## src/rtl/rv32a_pkg.sv

```systemverilog
// ---------------------------------------------------------------------------
// rv32a_pkg
// Shared constants, types and the mnemonic table of the RV32I line assembler.
// ---------------------------------------------------------------------------
package rv32a_pkg;

    // Mnemonic buffer size in characters (6..8)
    localparam int MNEMONIC_CHARS = 6;
    localparam int TEXT_W         = MNEMONIC_CHARS * 8;
    localparam int CNT_W          = $clog2(MNEMONIC_CHARS + 1);

    // Longest table mnemonic is 5 characters
    localparam int TBL_CHARS = 5;
    localparam int TBL_W     = TBL_CHARS * 8;
    localparam int NUM_MNEM  = 37;
    localparam int NUM_OPS   = 3;

    // Characters
    localparam logic [7:0] CH_SPACE = 8'h20;
    localparam logic [7:0] CH_MINUS = 8'h2D;
    localparam logic [7:0] CH_ZERO  = 8'h30;
    localparam logic [7:0] CH_NINE  = 8'h39;

    // Formats
    localparam logic [2:0] FMT_U    = 3'd0;
    localparam logic [2:0] FMT_J    = 3'd1;
    localparam logic [2:0] FMT_LOAD = 3'd2;
    localparam logic [2:0] FMT_S    = 3'd3;
    localparam logic [2:0] FMT_B    = 3'd4;
    localparam logic [2:0] FMT_I    = 3'd5;
    localparam logic [2:0] FMT_SH   = 3'd6;
    localparam logic [2:0] FMT_R    = 3'd7;

    // Major opcodes
    localparam logic [6:0] OPC_LUI    = 7'd55;
    localparam logic [6:0] OPC_AUIPC  = 7'd23;
    localparam logic [6:0] OPC_JAL    = 7'd111;
    localparam logic [6:0] OPC_JALR   = 7'd103;
    localparam logic [6:0] OPC_BRANCH = 7'd99;
    localparam logic [6:0] OPC_LOAD   = 7'd3;
    localparam logic [6:0] OPC_STORE  = 7'd35;
    localparam logic [6:0] OPC_OPIMM  = 7'd19;
    localparam logic [6:0] OPC_OP     = 7'd51;

    // funct7 values
    localparam logic [6:0] F7_BASE = 7'd0;
    localparam logic [6:0] F7_ALT  = 7'd32;

    // One table entry; text is right-justified, last character in the low byte
    typedef struct packed {
        logic [TBL_W-1:0] text;
        logic [2:0]       len;
        logic [2:0]       fmt;
        logic [6:0]       opc;
        logic [2:0]       f3;
        logic [6:0]       f7;
    } t_mnem;

    // A finished line handed from the parser to the encoder
    typedef struct packed {
        logic [TEXT_W-1:0]            text;
        logic [CNT_W-1:0]             cnt;
        logic [NUM_OPS-1:0][31:0]     vals;
        logic                         pend_vld;
        logic                         pend_neg;
        logic [1:0]                   pend_slot;
        logic [31:0]                  pend_mag;
    } t_line;

    localparam t_mnem MTABLE [NUM_MNEM] = '{
        '{"lui",   3'd3, FMT_U,    OPC_LUI,    3'd0, F7_BASE},
        '{"auipc", 3'd5, FMT_U,    OPC_AUIPC,  3'd0, F7_BASE},
        '{"jal",   3'd3, FMT_J,    OPC_JAL,    3'd0, F7_BASE},
        '{"jalr",  3'd4, FMT_LOAD, OPC_JALR,   3'd0, F7_BASE},
        '{"beq",   3'd3, FMT_B,    OPC_BRANCH, 3'd0, F7_BASE},
        '{"bne",   3'd3, FMT_B,    OPC_BRANCH, 3'd1, F7_BASE},
        '{"blt",   3'd3, FMT_B,    OPC_BRANCH, 3'd4, F7_BASE},
        '{"bge",   3'd3, FMT_B,    OPC_BRANCH, 3'd5, F7_BASE},
        '{"bltu",  3'd4, FMT_B,    OPC_BRANCH, 3'd6, F7_BASE},
        '{"bgeu",  3'd4, FMT_B,    OPC_BRANCH, 3'd7, F7_BASE},
        '{"lb",    3'd2, FMT_LOAD, OPC_LOAD,   3'd0, F7_BASE},
        '{"lh",    3'd2, FMT_LOAD, OPC_LOAD,   3'd1, F7_BASE},
        '{"lw",    3'd2, FMT_LOAD, OPC_LOAD,   3'd2, F7_BASE},
        '{"lbu",   3'd3, FMT_LOAD, OPC_LOAD,   3'd4, F7_BASE},
        '{"lhu",   3'd3, FMT_LOAD, OPC_LOAD,   3'd5, F7_BASE},
        '{"sb",    3'd2, FMT_S,    OPC_STORE,  3'd0, F7_BASE},
        '{"sh",    3'd2, FMT_S,    OPC_STORE,  3'd1, F7_BASE},
        '{"sw",    3'd2, FMT_S,    OPC_STORE,  3'd2, F7_BASE},
        '{"addi",  3'd4, FMT_I,    OPC_OPIMM,  3'd0, F7_BASE},
        '{"slti",  3'd4, FMT_I,    OPC_OPIMM,  3'd2, F7_BASE},
        '{"sltiu", 3'd5, FMT_I,    OPC_OPIMM,  3'd3, F7_BASE},
        '{"xori",  3'd4, FMT_I,    OPC_OPIMM,  3'd4, F7_BASE},
        '{"ori",   3'd3, FMT_I,    OPC_OPIMM,  3'd6, F7_BASE},
        '{"andi",  3'd4, FMT_I,    OPC_OPIMM,  3'd7, F7_BASE},
        '{"slli",  3'd4, FMT_SH,   OPC_OPIMM,  3'd1, F7_BASE},
        '{"srli",  3'd4, FMT_SH,   OPC_OPIMM,  3'd5, F7_BASE},
        '{"srai",  3'd4, FMT_SH,   OPC_OPIMM,  3'd5, F7_ALT},
        '{"add",   3'd3, FMT_R,    OPC_OP,     3'd0, F7_BASE},
        '{"sub",   3'd3, FMT_R,    OPC_OP,     3'd0, F7_ALT},
        '{"sll",   3'd3, FMT_R,    OPC_OP,     3'd1, F7_BASE},
        '{"slt",   3'd3, FMT_R,    OPC_OP,     3'd2, F7_BASE},
        '{"sltu",  3'd4, FMT_R,    OPC_OP,     3'd3, F7_BASE},
        '{"xor",   3'd3, FMT_R,    OPC_OP,     3'd4, F7_BASE},
        '{"srl",   3'd3, FMT_R,    OPC_OP,     3'd5, F7_BASE},
        '{"sra",   3'd3, FMT_R,    OPC_OP,     3'd5, F7_ALT},
        '{"or",    3'd2, FMT_R,    OPC_OP,     3'd6, F7_BASE},
        '{"and",   3'd3, FMT_R,    OPC_OP,     3'd7, F7_BASE}
    };

endpackage

```

## src/rtl/rv32a_parse.sv

```systemverilog
// ---------------------------------------------------------------------------
// rv32a_parse
// Per-character parse state: mnemonic buffer, number accumulator and the
// operand slots. Presents the finished line on the last character's beat.
// ---------------------------------------------------------------------------
module rv32a_parse (
    input  logic               i_clk,
    input  logic               i_rst_n,
    input  logic               i_beat,
    input  logic [7:0]         i_char,
    input  logic               i_last,
    output rv32a_pkg::t_line   o_line
);

    localparam int TW = rv32a_pkg::TEXT_W;
    localparam int CW = rv32a_pkg::CNT_W;

    logic [TW-1:0]    r_text, n_text;
    logic [CW-1:0]    r_cnt, n_cnt;
    logic             r_in_ops, n_in_ops;
    logic [1:0]       r_slot, n_slot;
    logic [31:0]      r_accum, n_accum;
    logic             r_neg, n_neg;
    logic             r_in_num, n_in_num;
    logic [rv32a_pkg::NUM_OPS-1:0][31:0] r_vals, n_vals;

    logic             is_digit;
    logic [31:0]      accum_x10;
    logic [31:0]      signed_val;

    assign is_digit   = (i_char >= rv32a_pkg::CH_ZERO) && (i_char <= rv32a_pkg::CH_NINE);
    // accum * 10 + digit as shift-and-add
    assign accum_x10  = {r_accum[28:0], 3'b000} + {r_accum[30:0], 1'b0}
                      + {28'd0, i_char[3:0]};
    assign signed_val = r_neg ? (32'd0 - r_accum) : r_accum;

    // Next parse state for the current character
    always_comb begin
        n_text   = r_text;
        n_cnt    = r_cnt;
        n_in_ops = r_in_ops;
        n_slot   = r_slot;
        n_accum  = r_accum;
        n_neg    = r_neg;
        n_in_num = r_in_num;
        n_vals   = r_vals;
        if (!r_in_ops) begin
            if (i_char == rv32a_pkg::CH_SPACE) begin
                n_in_ops = 1'b1;
            end else if (r_cnt < CW'(rv32a_pkg::MNEMONIC_CHARS)) begin
                n_text = {r_text[TW-9:0], i_char};
                n_cnt  = r_cnt + 1'b1;
            end
        end else if (r_in_num) begin
            if (is_digit) begin
                n_accum = accum_x10;
            end else begin
                // non-digit closes the number and is otherwise dropped
                if (r_slot != 2'd3) begin
                    n_vals[r_slot] = signed_val;
                    n_slot         = r_slot + 2'd1;
                end
                n_in_num = 1'b0;
                n_neg    = 1'b0;
                n_accum  = 32'd0;
            end
        end else if (is_digit) begin
            n_in_num = 1'b1;
            n_neg    = 1'b0;
            n_accum  = {28'd0, i_char[3:0]};
        end else if (i_char == rv32a_pkg::CH_MINUS) begin
            n_in_num = 1'b1;
            n_neg    = 1'b1;
            n_accum  = 32'd0;
        end
    end

    // Finished line; an open number is left pending for the encoder to sign
    always_comb begin
        o_line.text      = n_text;
        o_line.cnt       = n_cnt;
        o_line.vals      = n_vals;
        o_line.pend_vld  = n_in_num && (n_slot != 2'd3);
        o_line.pend_neg  = n_neg;
        o_line.pend_slot = n_slot;
        o_line.pend_mag  = n_accum;
    end

    // Parse state registers, cleared after the last character of a line
    always_ff @(posedge i_clk) begin
        if (!i_rst_n || (i_beat && i_last)) begin
            r_text   <= '0;
            r_cnt    <= '0;
            r_in_ops <= 1'b0;
            r_slot   <= 2'd0;
            r_accum  <= 32'd0;
            r_neg    <= 1'b0;
            r_in_num <= 1'b0;
            r_vals   <= '0;
        end else if (i_beat) begin
            r_text   <= n_text;
            r_cnt    <= n_cnt;
            r_in_ops <= n_in_ops;
            r_slot   <= n_slot;
            r_accum  <= n_accum;
            r_neg    <= n_neg;
            r_in_num <= n_in_num;
            r_vals   <= n_vals;
        end
    end

endmodule

```

## src/rtl/rv32a_encode.sv

```systemverilog
// ---------------------------------------------------------------------------
// rv32a_encode
// Mnemonic lookup and R/I/S/B/U/J field packing for one finished line.
// ---------------------------------------------------------------------------
module rv32a_encode (
    input  rv32a_pkg::t_line   i_line,
    output logic [31:0]        o_word,
    output logic               o_known
);

    localparam int CW = rv32a_pkg::CNT_W;
    localparam int BW = rv32a_pkg::TBL_W;

    logic                                hit;
    rv32a_pkg::t_mnem                    sel;
    logic [rv32a_pkg::NUM_OPS-1:0][31:0] v;
    logic [31:0]                         pend_val;

    // Table match; entries are unique so the selected fields can be OR-ed
    always_comb begin
        hit = 1'b0;
        sel = '0;
        for (int i = 0; i < rv32a_pkg::NUM_MNEM; i++) begin
            if ((i_line.text[BW-1:0] == rv32a_pkg::MTABLE[i].text) &&
                (i_line.cnt == CW'(rv32a_pkg::MTABLE[i].len))) begin
                hit = 1'b1;
                sel = rv32a_pkg::t_mnem'(sel | rv32a_pkg::MTABLE[i]);
            end
        end
    end

    // Close the number still open at the end of the line
    assign pend_val = i_line.pend_neg ? (32'd0 - i_line.pend_mag) : i_line.pend_mag;

    always_comb begin
        v = i_line.vals;
        if (i_line.pend_vld) begin
            v[i_line.pend_slot] = pend_val;
        end
    end

    // Field packing per format
    always_comb begin
        case (sel.fmt)
            rv32a_pkg::FMT_U:
                o_word = {v[1][19:0], v[0][4:0], sel.opc};
            rv32a_pkg::FMT_J:
                o_word = {v[1][20], v[1][10:1], v[1][11], v[1][19:12], v[0][4:0], sel.opc};
            rv32a_pkg::FMT_LOAD:
                o_word = {v[1][11:0], v[2][4:0], sel.f3, v[0][4:0], sel.opc};
            rv32a_pkg::FMT_S:
                o_word = {v[1][11:5], v[0][4:0], v[2][4:0], sel.f3, v[1][4:0], sel.opc};
            rv32a_pkg::FMT_B:
                o_word = {v[2][12], v[2][10:5], v[1][4:0], v[0][4:0], sel.f3,
                          v[2][4:1], v[2][11], sel.opc};
            rv32a_pkg::FMT_I:
                o_word = {v[2][11:0], v[1][4:0], sel.f3, v[0][4:0], sel.opc};
            default:
                // shifts and register ALU share the R layout
                o_word = {sel.f7, v[2][4:0], v[1][4:0], sel.f3, v[0][4:0], sel.opc};
        endcase
        if (!hit) begin
            o_word = 32'd0;
        end
    end

    assign o_known = hit;

endmodule

```

## src/rtl/rv32i_text_assembler_top.sv

```systemverilog
// ---------------------------------------------------------------------------
// rv32i_text_assembler_top
// Line assembler: ASCII characters in, one RV32I instruction word per line.
// ---------------------------------------------------------------------------
// Input channel: one character per beat (i_char_in, i_line_end) with
// i_in_valid / o_in_ready. Output channel: one beat per line carrying
// o_instr_word and o_known_mnemonic with o_out_valid / i_out_ready.
// Beats without i_line_end only update the parse state and give no result.
// Throughput: one character per cycle while o_in_ready is high. The beat that
// carries i_line_end is captured in a line register; the lookup and packing
// run from there into the output register, which offers the result.
// The line register and the output register form a two-deep stage: while
// the receiver stalls, characters of the next line keep flowing until a
// second finished line waits in the line register, then o_in_ready drops
// until the output beat is taken.
// Reset (i_rst_n low, synchronous) clears the parse state and both valid
// flags; no result is pending afterwards.
// ---------------------------------------------------------------------------
module rv32i_text_assembler_top (
    input  logic        i_clk,
    input  logic        i_rst_n,
    input  logic [7:0]  i_char_in,
    input  logic        i_line_end,
    input  logic        i_in_valid,
    output logic        o_in_ready,
    output logic [31:0] o_instr_word,
    output logic        o_known_mnemonic,
    output logic        o_out_valid,
    input  logic        i_out_ready
);

    logic              in_beat;
    logic              ln_go;
    rv32a_pkg::t_line  line_next;
    rv32a_pkg::t_line  r_line;
    logic              r_ln_vld;
    logic [31:0]       enc_word;
    logic              enc_known;
    logic [31:0]       r_word;
    logic              r_known;
    logic              r_out_vld;

    // Handshake: line stage moves when the output register is free or drains
    assign ln_go      = !r_out_vld || i_out_ready;
    assign o_in_ready = !r_ln_vld || ln_go;
    assign in_beat    = i_in_valid && o_in_ready;

    rv32a_parse u_parse (
        .i_clk   (i_clk),
        .i_rst_n (i_rst_n),
        .i_beat  (in_beat),
        .i_char  (i_char_in),
        .i_last  (i_line_end),
        .o_line  (line_next)
    );

    // Line register
    always_ff @(posedge i_clk) begin
        if (!i_rst_n) begin
            r_ln_vld <= 1'b0;
        end else if (in_beat && i_line_end) begin
            r_ln_vld <= 1'b1;
        end else if (ln_go) begin
            r_ln_vld <= 1'b0;
        end
    end

    always_ff @(posedge i_clk) begin
        if (in_beat && i_line_end) begin
            r_line <= line_next;
        end
    end

    rv32a_encode u_encode (
        .i_line  (r_line),
        .o_word  (enc_word),
        .o_known (enc_known)
    );

    // Output register
    always_ff @(posedge i_clk) begin
        if (!i_rst_n) begin
            r_out_vld <= 1'b0;
        end else if (r_ln_vld && ln_go) begin
            r_out_vld <= 1'b1;
        end else if (i_out_ready) begin
            r_out_vld <= 1'b0;
        end
    end

    always_ff @(posedge i_clk) begin
        if (r_ln_vld && ln_go) begin
            r_word  <= enc_word;
            r_known <= enc_known;
        end
    end

    assign o_instr_word     = r_word;
    assign o_known_mnemonic = r_known;
    assign o_out_valid      = r_out_vld;

endmodule

```

## config.mk

```make
export PLATFORM = sky130hd
export DESIGN_NAME = rv32i_text_assembler_top
export DESIGN_NICKNAME = d
export VERILOG_FILES = /design/src/rtl/rv32a_pkg.sv /design/src/rtl/rv32a_parse.sv /design/src/rtl/rv32a_encode.sv /design/src/rtl/rv32i_text_assembler_top.sv
export SDC_FILE = /design/constraint.sdc
export NUM_CORES = 1
export LEC_CHECK = 0
export BUFFER_PORTS_ARGS = -buffer_cell sky130_fd_sc_hd__buf_2
export CORE_UTILIZATION = 45
export DETAILED_ROUTE_END_ITERATION = 8
export GPL_ROUTABILITY_DRIVEN = 1
export GPL_TIMING_DRIVEN = 1
export SYNTH_ARGS = -nofsm -noshare
export SYNTH_HDL_FRONTEND = slang
export SYNTH_HIERARCHICAL = 1
export SYNTH_SLANG_ARGS = --single-unit
```

## constraint.sdc

```tcl
create_clock -name i_clk -period 24.1 [get_ports i_clk]
set_input_delay 4.82 -clock i_clk [delete_from_list [all_inputs] [get_ports i_clk]]
set_output_delay 4.82 -clock i_clk [all_outputs]
set_load 0.02 [all_outputs]
```

==> results of run 1 <==
-- sequential cells by signal, summed over array words and instances (netlist names) --
| register | count |
|---|---|
| u_parse/r_cnt | 3 |
| u_parse/r_vals | 39 |
| u_parse/r_accum | 21 |
| u_parse/r_slot | 2 |
| u_parse/r_text | 40 |
| u_parse/r_in_ops | 1 |
| o_out_valid | 1 |
| r_ln_vld | 1 |
| u_parse/r_in_num | 1 |
| o_instr_word | 32 |
| r_line | 107 |
| u_parse/r_neg | 1 |
| o_known_mnemonic | 1 |
-- area by class of cell --
class	instances	area, um2
clock buffer	37	763.2
clock inverter	12	68.82
fill	2952	15910
inverter	22	90.09
multi-input combinational	1169	7642
sequential	250	6406
tap	402	503.0
timing repair buffer	60	332.8
-- layer usage --
metal | share of wire, % | global-route usage (%) | vias to the layer above
li1 | - | - | 5683
met1 | 50 | 35.45 | 5580
met2 | 43 | 35.63 | 311
met3 | 5.2 | 2.948 | 40
met4 | 1.6 | 4.975 | 0
met5 | 0 | 0 | -
-- report_power, final --
| part | switching (mW) | internal [mW] |
|---|---|---|
| registers | 0.0141 | 0.463 |
| logic | 0.0414 | 0.0234 |
| clock network | 0.169 | 0.221 |
-- worst max-delay path, stage by stage --
cell and delay, ns:
sky130_fd_sc_hd__buf_2 0.12, sky130_fd_sc_hd__nand3b_4 0.15, sky130_fd_sc_hd__buf_2 0.17
-- through the flow --
stage                     worst slack (ns)  hold slack, ns
after floorplan                      13.44          0.4574
after global placement               14.02          0.4669
after detailed placement             14.01          0.4722
after CTS                            14.01          0.4820
after global routing                 13.99          0.4964
final                                14.02          0.4801
-- path summary, 6_finish.rpt --
path	start	endpoint	slack (ns)
worst min-delay path	u_parse/r_text[36]	u_parse/r_text[36]	0.48
worst max-delay path	i_out_ready	o_in_ready	14.02
worst max register to register	r_line[137]	o_instr_word[21]	19.64
worst min register to register	u_parse/r_text[36]	u_parse/r_text[36]	0.48
==> impl_metrics.prom, run 1 <==
# TYPE chip_impl_metric gauge
chip_impl_metric{name="synth.yosys.warnings",unit=""} 6
chip_impl_metric{name="vdd.ir_drop.worst",unit="mV"} 0.04183
chip_impl_metric{name="share_of_layout_cells_above_drive_strength_1",unit="%"} 12.65
chip_impl_metric{name="achievable-frequency",unit="GHz"} 0.09916
chip_impl_info{name="buffer_cell_driving_the_clock_tree_root",value="sky130_fd_sc_hd__clkbuf_16"} 1
chip_impl_info{name="mostFrequentLayoutCells",value="241 x sky130_fd_sc_hd__nor2_1, 140 x sky130_fd_sc_hd__edfxtp_1, 120 x sky130_fd_sc_hd__nand2_1, 110 x sky130_fd_sc_hd__dfxtp_1, 90 x sky130_fd_sc_hd__a21oi_1"} 1
chip_impl_metric{name="min_path_cells",unit=""} 2
chip_impl_metric{name="power.density_cell_area",unit="mW/mm2"} 59.01
chip_impl_metric{name="dpl.hpwl",unit="um"} 28170
chip_impl_metric{name="synthCells",unit=""} 1558
chip_impl_metric{name="final_core_util",unit="%"} 49.83
chip_impl_metric{name="layout.cell_area.non_filler",unit="mm2"} 0.01581
chip_impl_metric{name="grt_pass1_vias",unit=""} 10782
chip_impl_metric{name="setup_viol",unit=""} 0
chip_impl_metric{name="timing.final.crit_share",unit="%"} 41.84
chip_impl_metric{name="cts_resized",unit=""} 0
chip_impl_metric{name="route.vias.total",unit=""} 11614
chip_impl_metric{name="grt_pass1_wl",unit="um"} 61660
chip_impl_metric{name="grt_overflow",unit=""} 0
chip_impl_metric{name="port_buffers",unit=""} 47
chip_impl_info{name="timing.critical_path.from_type",value="primary input"} 1
chip_impl_metric{name="fin_setup_tns",unit="ns"} 0
chip_impl_metric{name="clkSlewWorstSetupHoldPaths",unit="ns"} 0.06
chip_impl_info{name="setup_repair_after_global_routing_missed_its_margin",value="false"} 1
chip_impl_metric{name="timing.critical_path.required",unit="ns"} 19.28
chip_impl_metric{name="timing.max_slew.rel_slack",unit="%"} 26.76
chip_impl_metric{name="detail_route.wl_per_cell",unit="um"} 20.22
chip_impl_info{name="tritoncts",value="yes"} 1
chip_impl_metric{name="worst_slew_pin_slew",unit="ns"} 1.090
chip_impl_metric{name="placed_cell_area",unit="mm2"} 0.01497
chip_impl_metric{name="clock-sinks",unit=""} 250
chip_impl_metric{name="drt-pass1-iter-count",unit=""} 5
chip_impl_metric{name="route.final.wire_length",unit="um"} 39470
chip_impl_metric{name="pin_count_of_the_biggest_net_entering_global_routing",unit=""} 77
chip_impl_metric{name="finish.net_count",unit=""} 1586
chip_impl_metric{name="number_of_nets_with_antenna_violations_after_routing",unit=""} 0
chip_impl_metric{name="insertion_delay_to_the_later_sink_of_the_worst_skew_pair",unit="ns"} 0.54
chip_impl_metric{name="worstPathArrival",unit="ns"} 5.26
chip_impl_metric{name="synth_nets",unit=""} 1614
chip_impl_metric{name="hold_violation_count_in_the_final_report",unit=""} 0
chip_impl_metric{name="drt-initial-drc-count",unit=""} 1019
chip_impl_metric{name="post_cts_buffers",unit=""} 0
chip_impl_info{name="run_status",value="finished clean"} 1
chip_impl_metric{name="areaGrowthSynthToFinish",unit="%"} 8.354
chip_impl_metric{name="finalMaxSlewViolations",unit=""} 0
chip_impl_metric{name="antenna-diode-count",unit=""} 0
chip_impl_metric{name="period_needed",unit="ns"} 10.08
chip_impl_metric{name="design.die.area",unit="mm2"} 0.03314
chip_impl_metric{name="fp.coreArea",unit="mm2"} 0.03172
chip_impl_metric{name="holdBufCountCts",unit=""} 0
chip_impl_metric{name="max-cap-violations",unit=""} 0
chip_impl_info{name="min_path_type",value="reg2reg"} 1
chip_impl_metric{name="starting_density_of_the_core",unit="%"} 45.99
chip_impl_metric{name="antenna_found_initial",unit=""} 0
chip_impl_metric{name="grt.total_usage",unit="%"} 23.47
chip_impl_metric{name="placedCellCount",unit=""} 1903
chip_impl_metric{name="detail_route.drc_violations",unit=""} 0
chip_impl_metric{name="total_leakage_power",unit="nW"} 5.999
chip_impl_metric{name="die_width",unit="um"} 182.0
chip_impl_metric{name="fp-row-count",unit=""} 65
chip_impl_metric{name="post_route_non_filler_standard_cell_count",unit=""} 1952
chip_impl_metric{name="syn_area_per_cell",unit="um2"} 9.363
chip_impl_metric{name="clock-skew-final",unit="ns"} 0.02519
chip_impl_info{name="critPathCaptureType",value="output pin"} 1
chip_impl_metric{name="crit_fanout",unit=""} 3
chip_impl_info{name="worst-setup-path-type",value="in2out"} 1
chip_impl_metric{name="clock_tree.htree_level_count",unit=""} 1
chip_impl_metric{name="via_per_inst",unit=""} 5.950
chip_impl_metric{name="clockBufferDepth",unit=""} 3
chip_impl_metric{name="syn_area",unit="mm2"} 0.01459
chip_impl_metric{name="number_of_ports_placed_on_the_die_boundary",unit=""} 48
chip_impl_metric{name="place_congestion",unit=""} 0.9520
chip_impl_info{name="most_common_cell_after_layout_fill_and_taps_aside",value="sky130_fd_sc_hd__nor2_1"} 1
chip_impl_metric{name="r2r.worst_path.cells",unit=""} 9
chip_impl_metric{name="tritoncts.num_buffers",unit=""} 27
chip_impl_metric{name="chipHeight",unit="um"} 182.0
chip_impl_metric{name="p_total",unit="mW"} 0.9327
(Power assumes the default switching activity.)
==> inputs of run 2 (changes only) <==
==> constraint.sdc (replaced) <==
create_clock -name i_clk -period 10 [get_ports i_clk]
set_input_delay 2 -clock i_clk [delete_from_list [all_inputs] [get_ports i_clk]]
set_output_delay 2 -clock i_clk [all_outputs]
set_load 0.02 [all_outputs]
==> run 2 against run 1 <==
Against the previous run:
- final cell count grew 0.26%
- critical path depth grew 6
- sequential power grew 140%
- sequential share of layout area shrank 0.25 points
- utilization grew 0.31 points
- clock skew shrank 0.0089 ns
==> impl_metrics.prom, run 2 (synthesis gave the netlist of run 1 again) <==
# TYPE chip_impl_metric gauge
chip_impl_metric{name="clock_tree.htree_level_count",unit=""} 1
chip_impl_metric{name="number_of_nets_with_antenna_violations_after_routing",unit=""} 0
chip_impl_metric{name="setup_viol",unit=""} 0
chip_impl_metric{name="timing.max_slew.rel_slack",unit="%"} 30.01
chip_impl_metric{name="period_needed",unit="ns"} 4.549
chip_impl_metric{name="clkSlewWorstSetupHoldPaths",unit="ns"} 0.06
chip_impl_metric{name="share_of_layout_cells_above_drive_strength_1",unit="%"} 13.18
chip_impl_metric{name="seqCellArea",unit="mm2"} 0.006406
chip_impl_metric{name="max-cap-violations",unit=""} 0
chip_impl_metric{name="achievable-frequency",unit="GHz"} 0.2199
chip_impl_metric{name="largest_register_ffs",unit=""} 107
chip_impl_metric{name="finish.net_count",unit=""} 1589
chip_impl_info{name="run_status",value="finished clean"} 1
chip_impl_metric{name="timing.final.crit_share",unit="%"} 45.49
chip_impl_metric{name="starting_density_of_the_core",unit="%"} 45.99
chip_impl_metric{name="drt-initial-drc-count",unit=""} 1092
chip_impl_metric{name="areaGrowthSynthToFinish",unit="%"} 9.032
chip_impl_metric{name="vdd.ir_drop.worst",unit="mV"} 0.1071
chip_impl_metric{name="antenna_found_initial",unit=""} 0
chip_impl_metric{name="dpl.hpwl",unit="um"} 28970
chip_impl_metric{name="insertion_delay_to_the_later_sink_of_the_worst_skew_pair",unit="ns"} 0.54
chip_impl_metric{name="grt.total_usage",unit="%"} 24.06
chip_impl_metric{name="clockBufferDepth",unit=""} 3
chip_impl_metric{name="power.density_cell_area",unit="mW/mm2"} 145.3
chip_impl_metric{name="critical_path_max_stage_delay",unit="ns"} 0.72
chip_impl_info{name="crit_path_cell_trace",value="nor4b_2 -> nand4_1 -> nor3_1 -> a211oi_1 -> o2111a_1 -> and3_1 -> o21ai_2 -> a2bb2oi_1 -> o21ai_0"} 1
chip_impl_metric{name="clock-skew-final",unit="ns"} 0.01625
chip_impl_info{name="largest_register",value="r_line"} 1
chip_impl_metric{name="layout.cell_area.non_filler",unit="mm2"} 0.01591
chip_impl_metric{name="worst_slew_pin_slew",unit="ns"} 1.048
chip_impl_metric{name="crit_fanout",unit=""} 17
chip_impl_metric{name="grt_pass1_vias",unit=""} 10965
chip_impl_metric{name="place_congestion",unit=""} 0.9419
chip_impl_info{name="setup_repair_after_global_routing_missed_its_margin",value="false"} 1
chip_impl_info{name="cp_slowest_cell",value="sky130_fd_sc_hd__nor4b_2"} 1
chip_impl_metric{name="antenna-diode-count",unit=""} 0
chip_impl_metric{name="grt_pass1_wl",unit="um"} 63060
chip_impl_metric{name="post_cts_buffers",unit=""} 0
chip_impl_metric{name="total_leakage_power",unit="nW"} 6.047
chip_impl_metric{name="detail_route.drc_violations",unit=""} 0
chip_impl_metric{name="post_route_non_filler_standard_cell_count",unit=""} 1957
chip_impl_metric{name="placedCellCount",unit=""} 1905
chip_impl_metric{name="final_core_util",unit="%"} 50.15
chip_impl_info{name="critical-path-top-delay-family",value="simple AND/OR/NAND/NOR gates"} 1
chip_impl_metric{name="holdWs",unit="ns"} 0.4843
chip_impl_metric{name="fin_setup_tns",unit="ns"} 0
chip_impl_metric{name="drt-pass1-iter-count",unit=""} 5
chip_impl_metric{name="via_per_inst",unit=""} 6.077
chip_impl_metric{name="fp.coreArea",unit="mm2"} 0.03172
chip_impl_metric{name="fp-row-count",unit=""} 65
chip_impl_metric{name="worstPathArrival",unit="ns"} 4.80
chip_impl_metric{name="finalMaxSlewViolations",unit=""} 0
chip_impl_info{name="timing.critical_path.from_type",value="flip-flop"} 1
chip_impl_metric{name="route.final.wire_length",unit="um"} 39940
chip_impl_metric{name="tritoncts.num_buffers",unit=""} 28
chip_impl_metric{name="die_width",unit="um"} 182.0
chip_impl_metric{name="pin_count_of_the_biggest_net_entering_global_routing",unit=""} 70
chip_impl_metric{name="multiInputGateArea",unit="mm2"} 0.007642
chip_impl_info{name="tritoncts",value="yes"} 1
chip_impl_info{name="worst-setup-path-type",value="reg2reg"} 1
chip_impl_metric{name="chipHeight",unit="um"} 182.0
chip_impl_info{name="min_path_type",value="reg2reg"} 1
chip_impl_info{name="mostFrequentLayoutCells",value="241 x sky130_fd_sc_hd__nor2_1, 140 x sky130_fd_sc_hd__edfxtp_1, 120 x sky130_fd_sc_hd__nand2_1, 110 x sky130_fd_sc_hd__dfxtp_1, 90 x sky130_fd_sc_hd__a21oi_1"} 1
chip_impl_metric{name="port_buffers",unit=""} 47
chip_impl_metric{name="route.vias.total",unit=""} 11893
chip_impl_metric{name="placed_cell_area",unit="mm2"} 0.01499
chip_impl_metric{name="timing.critical_path.required",unit="ns"} 10.26
chip_impl_info{name="critPathCaptureType",value="flip-flop"} 1
chip_impl_metric{name="r2r_setup_slack",unit="ns"} 5.45
chip_impl_metric{name="worstPathBufferInverterCount",unit=""} 0
chip_impl_metric{name="number_of_ports_placed_on_the_die_boundary",unit=""} 48
chip_impl_metric{name="design.die.area",unit="mm2"} 0.03314
chip_impl_metric{name="grt_overflow",unit=""} 0
chip_impl_metric{name="cts_resized",unit=""} 0
chip_impl_info{name="buffer_cell_driving_the_clock_tree_root",value="sky130_fd_sc_hd__clkbuf_16"} 1
chip_impl_metric{name="hold_violation_count_in_the_final_report",unit=""} 0
chip_impl_info{name="reg.largest.list",value="r_line (107), u_parse/r_text (40), u_parse/r_vals (39)"} 1
chip_impl_metric{name="clock-sinks",unit=""} 250
chip_impl_metric{name="fill_cells",unit=""} 2959
chip_impl_metric{name="holdBufCountCts",unit=""} 0
chip_impl_metric{name="detail_route.wl_per_cell",unit="um"} 20.41
chip_impl_info{name="most_common_cell_after_layout_fill_and_taps_aside",value="sky130_fd_sc_hd__nor2_1"} 1
run 2: cell count changes in the layout (fill, tap and decap cells not counted), moves of 2 or more:
cell / change
sky130_fd_sc_hd__clkbuf_1: -4
sky130_fd_sc_hd__clkinv_2: +3
sky130_fd_sc_hd__buf_4: +2
sky130_fd_sc_hd__clkbuf_16: +2
sky130_fd_sc_hd__clkbuf_8: -2
sky130_fd_sc_hd__clkinvlp_4: +2
run 2: power by group:
| group | switching, mW | internal [mW] |
|---|---|---|
| registers | 0.0345 | 1.12 |
| clock network | 0.424 | 0.579 |
| logic | 0.0998 | 0.0569 |
run 2: final cells by class:
class,instances,share of cell area (%)
Clock buffer,33,4.846
Clock inverter,19,0.9125
Inverter,22,0.5664
Multi-Input combinational cell,1169,48.05
Sequential cell,250,40.28
Tap cell,402,3.162
Timing Repair Buffer,62,2.187
run 2: stage by stage:
stage,setup WS [ns],power [mW]
floorplan,2.158,1.280
detailed placement,4.962,1.329
global route,5.201,2.391
CTS,5.510,2.326
global placement,5.056,1.326
finish,5.451,2.310
run 2: path summary, 6_finish.rpt:
path | startpoint | end | cells past startpoint
setup reg to reg | r_line[144] | o_instr_word[24] | 9
hold / removal | u_parse/r_text[39] | u_parse/r_text[39] | 2
hold reg to reg | u_parse/r_text[39] | u_parse/r_text[39] | 2
setup / recovery | r_line[144] | o_instr_word[24] | 9
run 2: metal layers:
layer	vias to the layer above	wire length, um	global-route usage (%)
met5	-	0	0
met4	0	891	6.655
met3	63	2477	2.828
met2	404	17280	36.41
met1	5738	19280	35.97
li1	5688	-	-
run 2: worst min-delay path, cell delays in order (launching register included):
cell and delay, ns:
sky130_fd_sc_hd__dfxtp_1 0.31, sky130_fd_sc_hd__nor2_1 0.08, sky130_fd_sc_hd__nor3_1 0.05
==> inputs of run 3 (changes only) <==
--- a/config.mk
+++ b/config.mk
@@ -5,6 +5,7 @@
 export SDC_FILE = /design/constraint.sdc
 export NUM_CORES = 1
 export LEC_CHECK = 0
+export ABC_AREA = 1
 export BUFFER_PORTS_ARGS = -buffer_cell sky130_fd_sc_hd__buf_2
 export CORE_UTILIZATION = 45
 export DETAILED_ROUTE_END_ITERATION = 8
==> constraint.sdc (replaced) <==
create_clock -name i_clk -period 4.35 [get_ports i_clk]
set_input_delay 0.87 -clock i_clk [delete_from_list [all_inputs] [get_ports i_clk]]
set_output_delay 0.87 -clock i_clk [all_outputs]
set_load 0.02 [all_outputs]
==> run 3 against run 2 <==
Against the previous run:
- fmax up 49%
- die area increased by 8.4%
- final cell count is 38% higher
- critical path type unchanged
- largest power group unchanged
- highest routed layer unchanged
==> impl_metrics.prom, run 3 <==
# TYPE chip_impl_metric gauge
chip_impl_info{name="cp_slowest_cell",value="sky130_fd_sc_hd__edfxtp_1"} 1
chip_impl_info{name="worst-setup-path-type",value="reg2reg"} 1
chip_impl_info{name="crit_path_cell_trace",value="inv_1 -> nand2_1 -> nor2_1 -> nand2_1 -> nor2_1 -> nand3_1 -> nand2_1 -> nor2_1 -> nand2_1 -> nor2_1 -> nand2_2 -> nand2_2 -> nand2_4 -> inv_4 -> nor2_1 -> nor2_1"} 1
chip_impl_metric{name="chipHeight",unit="um"} 189.5
chip_impl_metric{name="clkSlewWorstSetupHoldPaths",unit="ns"} 0.06
chip_impl_metric{name="areaGrowthSynthToFinish",unit="%"} 8.390
chip_impl_info{name="critical-path-top-cell-by-count",value="sky130_fd_sc_hd__nor2_1"} 1
chip_impl_metric{name="seqCellArea",unit="mm2"} 0.006406
chip_impl_metric{name="timing.final.crit_share",unit="%"} 70.08
chip_impl_info{name="most_common_cell_after_layout_fill_and_taps_aside",value="sky130_fd_sc_hd__nand2_1"} 1
chip_impl_metric{name="number_of_ports_placed_on_the_die_boundary",unit=""} 48
chip_impl_metric{name="finish.net_count",unit=""} 2282
chip_impl_metric{name="max-cap-violations",unit=""} 0
chip_impl_metric{name="port_buffers",unit=""} 47
chip_impl_info{name="setup_repair_after_global_routing_missed_its_margin",value="false"} 1
chip_impl_metric{name="insertion_delay_to_the_later_sink_of_the_worst_skew_pair",unit="ns"} 0.56
chip_impl_metric{name="pin_count_of_the_biggest_net_entering_global_routing",unit=""} 91
chip_impl_metric{name="antenna_found_initial",unit=""} 0
chip_impl_metric{name="total_leakage_power",unit="nW"} 8.400
chip_impl_info{name="whs_endpoint",value="u_parse/r_vals[41]"} 1
chip_impl_metric{name="grt.total_usage",unit="%"} 23.75
chip_impl_metric{name="detail_route.wl_per_cell",unit="um"} 15.73
chip_impl_info{name="reg.largest.list",value="r_line (107), u_parse/r_text (40), u_parse/r_vals (39)"} 1
chip_impl_info{name="mostFrequentLayoutCells",value="585 x sky130_fd_sc_hd__nand2_1, 370 x sky130_fd_sc_hd__inv_1, 216 x sky130_fd_sc_hd__nor2_1, 140 x sky130_fd_sc_hd__edfxtp_1, 132 x sky130_fd_sc_hd__o21ai_0"} 1
chip_impl_info{name="min_path_type",value="reg2reg"} 1
chip_impl_metric{name="placedCellCount",unit=""} 2651
chip_impl_info{name="tritoncts",value="yes"} 1
chip_impl_metric{name="timing.max_slew.rel_slack",unit="%"} 33.93
chip_impl_metric{name="number_of_nets_with_antenna_violations_after_routing",unit=""} 0
chip_impl_metric{name="r2r_setup_slack",unit="ns"} 1.30
chip_impl_metric{name="period_needed",unit="ns"} 3.048
chip_impl_metric{name="post_cts_buffers",unit=""} 0
chip_impl_metric{name="antenna-diode-count",unit=""} 0
chip_impl_info{name="timing.critical_path.from_type",value="flip-flop"} 1
chip_impl_metric{name="syn_area",unit="mm2"} 0.01582
chip_impl_metric{name="critical_path_max_stage_delay",unit="ns"} 0.39
chip_impl_info{name="buffer_cell_driving_the_clock_tree_root",value="sky130_fd_sc_hd__clkbuf_16"} 1
chip_impl_metric{name="drt-pass1-iter-count",unit=""} 5
chip_impl_metric{name="cts_resized",unit=""} 0
chip_impl_metric{name="min_path_cells",unit=""} 2
chip_impl_metric{name="share_of_layout_cells_above_drive_strength_1",unit="%"} 9.568
chip_impl_metric{name="hold_violation_count_in_the_final_report",unit=""} 0
chip_impl_metric{name="largest_register_ffs",unit=""} 107
chip_impl_metric{name="synth_nets",unit=""} 2299
chip_impl_metric{name="power.density_cell_area",unit="mW/mm2"} 326.1
chip_impl_metric{name="dpl.hpwl",unit="um"} 32390
chip_impl_metric{name="placed_cell_area",unit="mm2"} 0.01626
chip_impl_metric{name="achievable-frequency",unit="GHz"} 0.3280
chip_impl_metric{name="multiInputGateArea",unit="mm2"} 0.007410
chip_impl_metric{name="tritoncts.num_buffers",unit=""} 28
chip_impl_metric{name="clockBufferDepth",unit=""} 3
chip_impl_metric{name="crit_fanout",unit=""} 16
chip_impl_metric{name="syn_area_per_cell",unit="um2"} 7.054
chip_impl_metric{name="starting_density_of_the_core",unit="%"} 45.81
chip_impl_metric{name="via_per_inst",unit=""} 5.095
chip_impl_metric{name="design.die.area",unit="mm2"} 0.03592
chip_impl_metric{name="place_congestion",unit=""} 0.9929
chip_impl_metric{name="holdBufCountCts",unit=""} 0
chip_impl_metric{name="grt_pass1_wl",unit="um"} 67930
chip_impl_metric{name="grt_overflow",unit=""} 0
chip_impl_metric{name="clock-skew-final",unit="ns"} 0.03148
chip_impl_metric{name="detail_route.drc_violations",unit=""} 0
chip_impl_metric{name="vdd.ir_drop.worst",unit="mV"} 0.2869
chip_impl_metric{name="setup_viol",unit=""} 0
chip_impl_metric{name="post_route_non_filler_standard_cell_count",unit=""} 2702
chip_impl_metric{name="r2r.worst_path.cells",unit=""} 16
chip_impl_metric{name="clock-sinks",unit=""} 250
chip_impl_metric{name="clock_tree.htree_level_count",unit=""} 1
chip_impl_info{name="min_from",value="u_parse/r_vals[41]"} 1
chip_impl_metric{name="synth.yosys.warnings",unit=""} 6
chip_impl_metric{name="finalMaxSlewViolations",unit=""} 0
chip_impl_metric{name="worstPathArrival",unit="ns"} 3.32
chip_impl_info{name="timing.rr.end",value="o_instr_word[30]"} 1
chip_impl_metric{name="fin_setup_tns",unit="ns"} 0
chip_impl_info{name="critPathCaptureType",value="flip-flop"} 1
chip_impl_info{name="regToRegStartpoint",value="r_line[150]"} 1
chip_impl_info{name="run_status",value="finished clean"} 1
chip_impl_metric{name="route.final.wire_length",unit="um"} 42500
chip_impl_metric{name="route.vias.total",unit=""} 13768
chip_impl_info{name="largest_register",value="r_line"} 1
chip_impl_metric{name="worst_slew_pin_slew",unit="ns"} 0.9889
chip_impl_metric{name="timing.critical_path.required",unit="ns"} 4.62
chip_impl_metric{name="fp-row-count",unit=""} 68
chip_impl_metric{name="worstPathBufferInverterCount",unit=""} 2
chip_impl_info{name="critical-path-top-delay-family",value="simple AND/OR/NAND/NOR gates"} 1
chip_impl_metric{name="layout.cell_area.non_filler",unit="mm2"} 0.01715
chip_impl_metric{name="fp.coreArea",unit="mm2"} 0.03454
chip_impl_metric{name="drt-initial-drc-count",unit=""} 811
chip_impl_metric{name="grt_pass1_vias",unit=""} 12580
chip_impl_metric{name="die_width",unit="um"} 189.5
chip_impl_metric{name="fill_cells",unit=""} 3475
chip_impl_metric{name="synthCells",unit=""} 2243
## run 3: cell type report
cell class / count / share of cell area [%]
clock buffer: 34 / 4.334
clock inverter: 17 / 0.8828
inverter: 393 / 8.674
multi-input combinational: 1493 / 43.20
sequential: 250 / 37.35
tap: 455 / 3.319
timing repair buffer: 60 / 2.232
## run 3: report_power, final
| part | switching (mW) | total [mW] | leakage (nW) | internal, mW |
|---|---|---|---|---|
| sequential | 0.0701 | 2.68 | 2.27 | 2.61 |
| combinational | 0.416 | 0.601 | 5.68 | 0.186 |
| clock | 0.973 | 2.31 | 0.451 | 1.34 |
## run 3: routing by layer
| metal | share of wire (%) | wire [um] | vias to the layer above | track usage, % |
|---|---|---|---|---|
| li1 | - | - | 7080 | - |
| met1 | 50 | 21190 | 6252 | 35.25 |
| met2 | 43 | 18160 | 377 | 36.42 |
| met3 | 5.0 | 2104 | 59 | 2.113 |
| met4 | 2.4 | 1035 | 0 | 7.072 |
| met5 | 0 | 0 | - | 0 |
## run 3: how the worst max path moves through the flow
| stage | start | depth (start not counted) | slack [ns] | endpoint |
|---|---|---|---|---|
| global route | r_line[146] | 20 | 1.06 | o_instr_word[15] |
| CTS | r_line[158] | 16 | 1.32 | o_instr_word[30] |
| detailed placement | i_char_in[3] | 16 | 1.07 | u_parse/r_accum[15] |
| finish | r_line[150] | 16 | 1.30 | o_instr_word[30] |
| global placement | i_char_in[3] | 16 | 1.14 | u_parse/r_accum[15] |
| floorplan | i_out_ready | 4 | 1.16 | r_line[0] |
## run 3: tightest hold or removal path, delay by kind of cell (launching register included)
family	cells	cell delay [ns]
compound gates	2	0.17
flops	1	0.32
## run 3: per-stage QoR
step / setup slack, ns / utilization, % / hold WS, ns / power, mW
final: 1.302 / 49.65 / 0.5304 / 5.592
after detailed placement: 1.066 / 47.06 / 0.5074 / 3.329
after CTS: 1.325 / 49.65 / 0.5274 / 5.637
after floorplan: 1.163 / - / 0.4702 / 3.154
after global routing: 1.064 / 49.65 / 0.5469 / 5.831
after global placement: 1.138 / 47.06 / 0.4982 / 3.319
